==> src/sv/bht_pkg.sv <==
// shared types and constants for the bucketed hash table
`default_nettype none

package bht_pkg;

    localparam int DEF_BUCKETS = 8;
    localparam int DEF_WAYS    = 4;

    localparam int ACT_W   = 2;
    localparam int KEY_W   = 16;
    localparam int VALUE_W = 32;
    localparam int STAT_W  = 2;

    localparam logic [ACT_W-1:0] ACT_INSERT = 2'd0;
    localparam logic [ACT_W-1:0] ACT_DELETE = 2'd1;
    localparam logic [ACT_W-1:0] ACT_SEARCH = 2'd2;

    localparam logic [STAT_W-1:0] STAT_OK   = 2'd0;
    localparam logic [STAT_W-1:0] STAT_DUP  = 2'd1;
    localparam logic [STAT_W-1:0] STAT_MISS = 2'd2;
    localparam logic [STAT_W-1:0] STAT_FULL = 2'd3;

    typedef struct packed {
        logic               vld;
        logic [KEY_W-1:0]   key;
        logic [VALUE_W-1:0] value;
    } slot_t;

    typedef enum logic [2:0] {
        S_CLEAR,
        S_IDLE,
        S_HASH_MUL,
        S_HASH_REM,
        S_HASH_FIX,
        S_SCAN,
        S_APPLY
    } state_t;

endpackage

`default_nettype wire

==> src/sv/bucketed_hash_table_top.sv <==
// bucketed hash table: key/value store with insert, delete and search
//
//  channel | handshake          | payload
//  --------+--------------------+-------------------------
//  in      | in_valid/in_ready  | action, key, value
//  out     | out_valid/out_ready| status, found_value
//
// a request is taken in the idle state and its result is registered in the update
// state: the key is reduced modulo BUCKETS with a reciprocal multiply in the
// multiply, remainder and fix-up states, each way is read and compared through the
// registered read port of the slot memory, then the update state writes the store;
// a new request is not taken until the previous one has left the update state.
// after reset all BUCKETS * 2**max(1, ceil(log2(WAYS))) entries of the slot memory
// are cleared before in_ready rises.
// a stalled result holds the update cycle; a new request may be taken while
// a result waits.
`default_nettype none

module bucketed_hash_table_top
    import bht_pkg::*;
#(
    parameter int BUCKETS = DEF_BUCKETS,
    parameter int WAYS    = DEF_WAYS
) (
    input  wire logic               clk,
    input  wire logic               rst_n,
    input  wire logic               in_valid,
    output logic                    in_ready,
    input  wire logic [ACT_W-1:0]   action,
    input  wire logic [KEY_W-1:0]   key,
    input  wire logic [VALUE_W-1:0] value,
    output logic                    out_valid,
    input  wire logic               out_ready,
    output logic [STAT_W-1:0]       status,
    output logic [VALUE_W-1:0]      found_value
);

    localparam int BW    = $clog2(BUCKETS);
    localparam int WW    = (WAYS > 1) ? $clog2(WAYS) : 1;
    localparam int WCW   = $clog2(WAYS + 1);
    localparam int AW    = BW + WW;
    localparam int DEPTH = BUCKETS * (2 ** WW);
    localparam logic [31:0] RECIP = 32'((64'd1 << 32) / 64'(BUCKETS));

    state_t state_reg;
    state_t state_next;

    slot_t mem [DEPTH];
    slot_t rd_data_reg;
    logic [AW-1:0] rd_addr;

    logic          mem_we;
    logic [AW-1:0] mem_waddr;
    slot_t         mem_wdata;

    logic [AW-1:0] clr_cnt_reg;

    logic [ACT_W-1:0]   action_reg;
    logic [KEY_W-1:0]   key_reg;
    logic [VALUE_W-1:0] value_reg;

    logic [47:0]   prod_reg;
    logic [15:0]   quot;
    logic [24:0]   rem_full;
    logic [BW:0]   rem_reg;
    logic [BW-1:0] bucket_reg;

    logic [WCW-1:0] issue_way_reg;
    logic           issue_en;
    logic           cmp_vld_reg;
    logic [WW-1:0]  cmp_way_reg;

    logic               hit_reg;
    logic [WW-1:0]      hit_way_reg;
    logic [VALUE_W-1:0] hit_value_reg;
    logic               free_reg;
    logic [WW-1:0]      free_way_reg;

    logic               apply_go;
    logic [STAT_W-1:0]  res_status;
    logic [VALUE_W-1:0] res_value;

    logic               out_valid_reg;
    logic [STAT_W-1:0]  status_reg;
    logic [VALUE_W-1:0] found_value_reg;

    // next state
    always_comb
    begin
        state_next = state_reg;
        unique case (state_reg)
            S_CLEAR:
            begin
                if (clr_cnt_reg == AW'(DEPTH - 1))
                begin
                    state_next = S_IDLE;
                end
            end
            S_IDLE:
            begin
                if (in_valid)
                begin
                    state_next = S_HASH_MUL;
                end
            end
            S_HASH_MUL: state_next = S_HASH_REM;
            S_HASH_REM: state_next = S_HASH_FIX;
            S_HASH_FIX: state_next = S_SCAN;
            S_SCAN:
            begin
                if (issue_way_reg == WCW'(WAYS) && !cmp_vld_reg)
                begin
                    state_next = S_APPLY;
                end
            end
            S_APPLY:
            begin
                if (apply_go)
                begin
                    state_next = S_IDLE;
                end
            end
            default: state_next = S_CLEAR;
        endcase
    end

    // outputs of the sequencer
    always_comb
    begin
        in_ready   = 1'b0;
        issue_en   = 1'b0;
        apply_go   = 1'b0;
        mem_we     = 1'b0;
        mem_waddr  = clr_cnt_reg;
        mem_wdata  = '0;
        res_status = STAT_MISS;
        res_value  = '0;
        unique case (state_reg)
            S_CLEAR:
            begin
                mem_we = 1'b1;
            end
            S_IDLE:
            begin
                in_ready = 1'b1;
            end
            S_SCAN:
            begin
                issue_en = (issue_way_reg < WCW'(WAYS));
            end
            S_APPLY:
            begin
                apply_go = !out_valid_reg || out_ready;
                case (action_reg)
                    ACT_INSERT:
                    begin
                        if (hit_reg)
                        begin
                            res_status = STAT_DUP;
                        end
                        else if (free_reg)
                        begin
                            res_status      = STAT_OK;
                            mem_we          = apply_go;
                            mem_waddr       = {bucket_reg, free_way_reg};
                            mem_wdata.vld   = 1'b1;
                            mem_wdata.key   = key_reg;
                            mem_wdata.value = value_reg;
                        end
                        else
                        begin
                            res_status = STAT_FULL;
                        end
                    end
                    ACT_DELETE:
                    begin
                        if (hit_reg)
                        begin
                            res_status = STAT_OK;
                            mem_we     = apply_go;
                            mem_waddr  = {bucket_reg, hit_way_reg};
                        end
                    end
                    ACT_SEARCH:
                    begin
                        if (hit_reg)
                        begin
                            res_status = STAT_OK;
                            res_value  = hit_value_reg;
                        end
                    end
                    default:
                    begin
                        res_status = STAT_MISS;
                    end
                endcase
            end
            default:
            begin
                in_ready = 1'b0;
            end
        endcase
    end

    always_ff @(posedge clk or negedge rst_n)
    begin
        if (!rst_n)
        begin
            state_reg <= S_CLEAR;
        end
        else
        begin
            state_reg <= state_next;
        end
    end

    always_ff @(posedge clk or negedge rst_n)
    begin
        if (!rst_n)
        begin
            clr_cnt_reg <= '0;
        end
        else if (state_reg == S_CLEAR)
        begin
            clr_cnt_reg <= clr_cnt_reg + 1'b1;
        end
    end

    // slot memory
    assign rd_addr = {bucket_reg, issue_way_reg[WW-1:0]};

    always_ff @(posedge clk)
    begin
        if (mem_we)
        begin
            mem[mem_waddr] <= mem_wdata;
        end
        rd_data_reg <= mem[rd_addr];
    end

    // request capture and key reduction modulo BUCKETS
    assign quot     = prod_reg[47:32];
    assign rem_full = 25'(key_reg) - 25'(quot) * 25'(BUCKETS);

    always_ff @(posedge clk)
    begin
        if (in_valid && in_ready)
        begin
            action_reg <= action;
            key_reg    <= key;
            value_reg  <= value;
        end
        if (state_reg == S_HASH_MUL)
        begin
            prod_reg <= 48'(key_reg) * 48'(RECIP);
        end
        if (state_reg == S_HASH_REM)
        begin
            rem_reg <= rem_full[BW:0];
        end
        if (state_reg == S_HASH_FIX)
        begin
            bucket_reg <= (rem_reg >= (BW + 1)'(BUCKETS))
                          ? BW'(rem_reg - (BW + 1)'(BUCKETS)) : rem_reg[BW-1:0];
        end
    end

    // bucket scan, one way per cycle
    always_ff @(posedge clk or negedge rst_n)
    begin
        if (!rst_n)
        begin
            issue_way_reg <= '0;
            cmp_vld_reg   <= 1'b0;
            hit_reg       <= 1'b0;
            free_reg      <= 1'b0;
        end
        else
        begin
            cmp_vld_reg <= issue_en;
            if (state_reg == S_HASH_FIX)
            begin
                issue_way_reg <= '0;
                hit_reg       <= 1'b0;
                free_reg      <= 1'b0;
            end
            else
            begin
                if (issue_en)
                begin
                    issue_way_reg <= issue_way_reg + 1'b1;
                end
                if (cmp_vld_reg)
                begin
                    if (rd_data_reg.vld && rd_data_reg.key == key_reg && !hit_reg)
                    begin
                        hit_reg <= 1'b1;
                    end
                    if (!rd_data_reg.vld && !free_reg)
                    begin
                        free_reg <= 1'b1;
                    end
                end
            end
        end
    end

    always_ff @(posedge clk)
    begin
        if (issue_en)
        begin
            cmp_way_reg <= issue_way_reg[WW-1:0];
        end
        if (cmp_vld_reg && rd_data_reg.vld && rd_data_reg.key == key_reg && !hit_reg)
        begin
            hit_way_reg   <= cmp_way_reg;
            hit_value_reg <= rd_data_reg.value;
        end
        if (cmp_vld_reg && !rd_data_reg.vld && !free_reg)
        begin
            free_way_reg <= cmp_way_reg;
        end
    end

    // result register
    always_ff @(posedge clk or negedge rst_n)
    begin
        if (!rst_n)
        begin
            out_valid_reg <= 1'b0;
        end
        else if (state_reg == S_APPLY && apply_go)
        begin
            out_valid_reg <= 1'b1;
        end
        else if (out_ready)
        begin
            out_valid_reg <= 1'b0;
        end
    end

    always_ff @(posedge clk)
    begin
        if (state_reg == S_APPLY && apply_go)
        begin
            status_reg      <= res_status;
            found_value_reg <= res_value;
        end
    end

    assign out_valid   = out_valid_reg;
    assign status      = status_reg;
    assign found_value = found_value_reg;

    a_result_from_apply: assert property (@(posedge clk) disable iff (!rst_n)
        $rose(out_valid_reg) |-> $past(state_reg == S_APPLY))
        else $error("result appeared outside the update cycle");

    a_write_window: assert property (@(posedge clk) disable iff (!rst_n)
        mem_we |-> (state_reg == S_CLEAR || state_reg == S_APPLY))
        else $error("slot memory written during lookup");

    a_insert_no_dup: assert property (@(posedge clk) disable iff (!rst_n)
        (mem_we && state_reg == S_APPLY && mem_wdata.vld) |-> (!hit_reg && free_reg))
        else $error("insert wrote a duplicate key or into a full bucket");

    a_value_only_on_ok: assert property (@(posedge clk) disable iff (!rst_n)
        (out_valid_reg && found_value_reg != '0) |-> (status_reg == STAT_OK))
        else $error("found_value set without a hit");

endmodule

`default_nettype wire

==> config.mk <==
export PLATFORM = sky130hd
export DESIGN_NAME = bucketed_hash_table_top
export DESIGN_NICKNAME = d
export VERILOG_FILES = /design/src/sv/bht_pkg.sv /design/src/sv/bucketed_hash_table_top.sv
export SDC_FILE = /design/constraint.sdc
export NUM_CORES = 2
export LEC_CHECK = 0
export BUFFER_PORTS_ARGS = -buffer_cell sky130_fd_sc_hd__buf_2
export CORE_AREA = 5 5 441 443
export CTS_CLUSTER_SIZE = 28
export DETAILED_ROUTE_END_ITERATION = 7
export DIE_AREA = 0 0 446 448
export GPL_TIMING_DRIVEN = 0
export PLACE_DENSITY = 0.57
export SYNTH_ARGS = -nofsm -noshare
export SYNTH_HDL_FRONTEND = slang
export SYNTH_SLANG_ARGS = --single-unit
export TNS_END_PERCENT = 30
==> constraint.sdc <==
create_clock -name clk -period 5.3 [get_ports clk]
set_clock_uncertainty 0.2 [all_clocks]
set_input_delay 1.06 -clock clk [delete_from_list [all_inputs] [get_ports clk]]
set_output_delay 1.06 -clock clk [all_outputs]
set_load 0.005 [all_outputs]
==> results.cfg <==
[setup_path]
crit_arrival_ps = 5120
critPathMaxStageDelay_ps = 1000
startpoint_class_of_the_critical_path = flip-flop
cp_slowest_cell = buf_1
setup.worst_path.class = reg2reg
crit_buf_inv = 4
critical_path.cell_chain = buf_1 -> clkbuf_1 -> a22o_1 -> nand4_1 -> nor2_4 -> buf_12 -> buf_12
critical_path.top_delay_family = buffers and inverters
worstPathRequired_ps = 5580
critPathMaxFanout = 20
worstSetupEndpointType = flip-flop
cell_type_with_the_highest_occurrence_count_on_the_critical_path = buf_12

[flow_run]
max_cap_violations = 1

[clock_network]
htreeDepth = 4
cts_buffer_depth = 3
tritoncts_num_sinks = 1760
root_buffer = clkbuf_16
numCtsBuffers = 176
tritoncts = yes
clk_latency_worst_skew_pair_ps = 810
post_cts_resize_count = 0
clk_transition_reported_paths_ps = 60

[finish]
layout-area-overhead-vs-synth_pct = 16.8
num-nets-final = 3076
post-route-util_pct = 40.6
mostFrequentLayoutCell = edfxtp_1
fillers = 16320
share_of_layout_cells_above_drive_strength_1_pct = 32.8
layout.cells.most_common_list = 1696 x edfxtp_1, 490 x mux4_2, 178 x clkbuf_16, 118 x clkbuf_1, 113 x buf_2
number_of_flip_flops_in_the_largest_register = 1568

[routing]
post-route-drc-count = 0
count_of_antenna_violating_nets_left_after_detailed_routing = 0
drt_iter0_markers = 2677
detail_route.first_pass.iterations = 5
routed_wirelength_um = 163000
vias_per_cell = 5.22
drt-wirelength-per-cell_um = 28.7
via_count_of_the_routed_design = 29588

[timing]
report.final.setup_viol = 0
slew_headroom_pct = -3.51
post-route-period-util_pct = 91.2
report.final.slew_viol_count = 11
hold_ws_ps = 202
rsz_0062_raised_after_global_routing = false
hold_viol = 0
final_total_negative_setup_slack_ps = 0
final_period_minus_worst_setup_slack_ps = 4830
tightestPinTransition_ps = 1550
timing.fmax_mhz = 207

[yosys]
postSynth.asyncResetShare_pct = 0.852
synth_largest_type_area_fraction_pct = 77.2
syn_nets = 2726
synthesis.area_per_instance_sq_um = 24.8
netlist_instances = 2664
synth_enable_flop_cells = 1696
synth_cell_types = 41
post-synth-top-area-cell = edfxtp_1
main_area_contributors_after_synthesis = edfxtp_1 77%, mux4_2 17%, dfxtp_1 1.5%, mux2_2 0.87%, and2_1 0.78%
yosys_most_used_dff = edfxtp_1
synth.yosys.seq_area_share_pct = 79.3
count_of_warnings_emitted_by_yosys = 0
cell_area_after_technology_mapping_sq_um = 65900
postSynthRegisterBits = 1760

[floorplanning]
die_height_um = 448
core_area_sq_um = 190000
top_level_ports = 90
floorplan.rows = 160
die_x_um = 446
design.die.area_sq_um = 200000
start_util_pct = 34.8

[min_path]
hold_path_class = reg2reg

[global_routing]
grt_start_max_net_pins = 42
via_count_of_the_first_global_routing_pass = 30770
first_pass_grt_wire_length_um = 233000
gr_usage_total_pct = 16.4
grt_antenna_before_repair = 5
overflow = 0

[outcome]
status = finished, violations left
violations_in_the_final_reports = max-capacitance violations, max-slew violations

[placement]
dp.final_hpwl_um = 107000
io_buffer_count = 89
place_congestion = 0.714

[power]
leakagePower_nw = 21.9
cellPowerDensity_nw_per_um2 = 451
peakVddDrop_mv = 0.346
## report_power, final
part           switching (mW)  leakage, nW  total (mW)  internal, mW
sequential              0.293         14.5        16.4          16.1
clock                    5.20         2.70        12.1          6.89
combinational            3.45         4.64        6.29          2.84
## metal layers
metal	up-vias	global-route usage [%]	part of all wire (%)
li1	12127	-	-
met1	16230	21.2	40
met2	996	28.0	51
met3	235	3.14	6.0
met4	0	5.27	3.1
met5	-	0	0
## cells in the mapped netlist, types with 7 or more instances
cell,number
ha_1,8
buf_2,24
buf_1,11
mux4_2,490
and2_1,82
dfxtp_1,49
edfxtp_1,1696
xor2_1,17
dfrtp_1,15
inv_1,7
buf_4,16
mux2_2,51
nand2_1,9
nor2_1,44
clkbuf_1,74
## cell type report
cell class	count	area, sq um	share of cell area [%]
antenna	2	5.00	0.00650
buffer	128	598	0.776
timing repair buffer	172	2110	2.74
sequential	1760	52300	67.9
tap	2511	3140	4.08
inverter	7	26.3	0.0341
clock buffer	233	4740	6.15
multi-input combinational	769	13300	17.3
clock inverter	84	825	1.07
## kinds of logic after synthesis
group / Yosys count / synth area share (%)
flip-flops: 1760 / 79.3
multiplexers: 542 / 17.6
buffers and inverters: 135 / 0.939
XOR/XNOR: 21 / 0.279
AO/OA/AOI/OAI: 26 / 0.275
AND/OR/NAND/NOR: 172 / 1.46
adder cells (fa/ha/maj): 8 / 0.152
## path summary, 6_finish.rpt
| kind | slack [ps] | from | to | cells past startpoint |
|---|---|---|---|---|
| worst max register to register | 470 | bucket_reg[2]$_DFFE_PP_ | mem[18][35]$_DFFE_PP_ | 7 |
| worst max-delay path | 470 | bucket_reg[2]$_DFFE_PP_ | mem[18][35]$_DFFE_PP_ | 7 |
| worst min register to register | 200 | rd_data_reg[27]$_DFF_P_ | hit_value_reg[27]$_DFFE_PP_ | 0 |
| min in group asynchronous | 540 | rst_n | out_valid$_DFFE_PN0P_ | 2 |
| max in group asynchronous | 4000 | rst_n | issue_way_reg[0]$_DFFE_PN0P_ | 2 |
| worst min-delay path | 200 | rd_data_reg[27]$_DFF_P_ | hit_value_reg[27]$_DFFE_PP_ | 0 |
## timing repair
item	4_1_cts	5_1_grt
buffers inserted	0	0
endpoints found under the hold margin	15	0
hold buffers	1	0
setup endpoints to repair	0	0
## through the flow
step | setup slack [ps] | power (mW) | cell area [sq um] | cells
floorplan | 345 | 20.7 | 65900 | 2664
global placement | -6240 | 22.9 | 69500 | 5264
detailed placement | 399 | 23.1 | 71400 | 5346
CTS | 396 | 35.2 | 77000 | 5664
global route | 348 | 36.1 | 77000 | 5664
finish | 466 | 34.8 | 77000 | 5666
(Power assumes the default switching activity.)
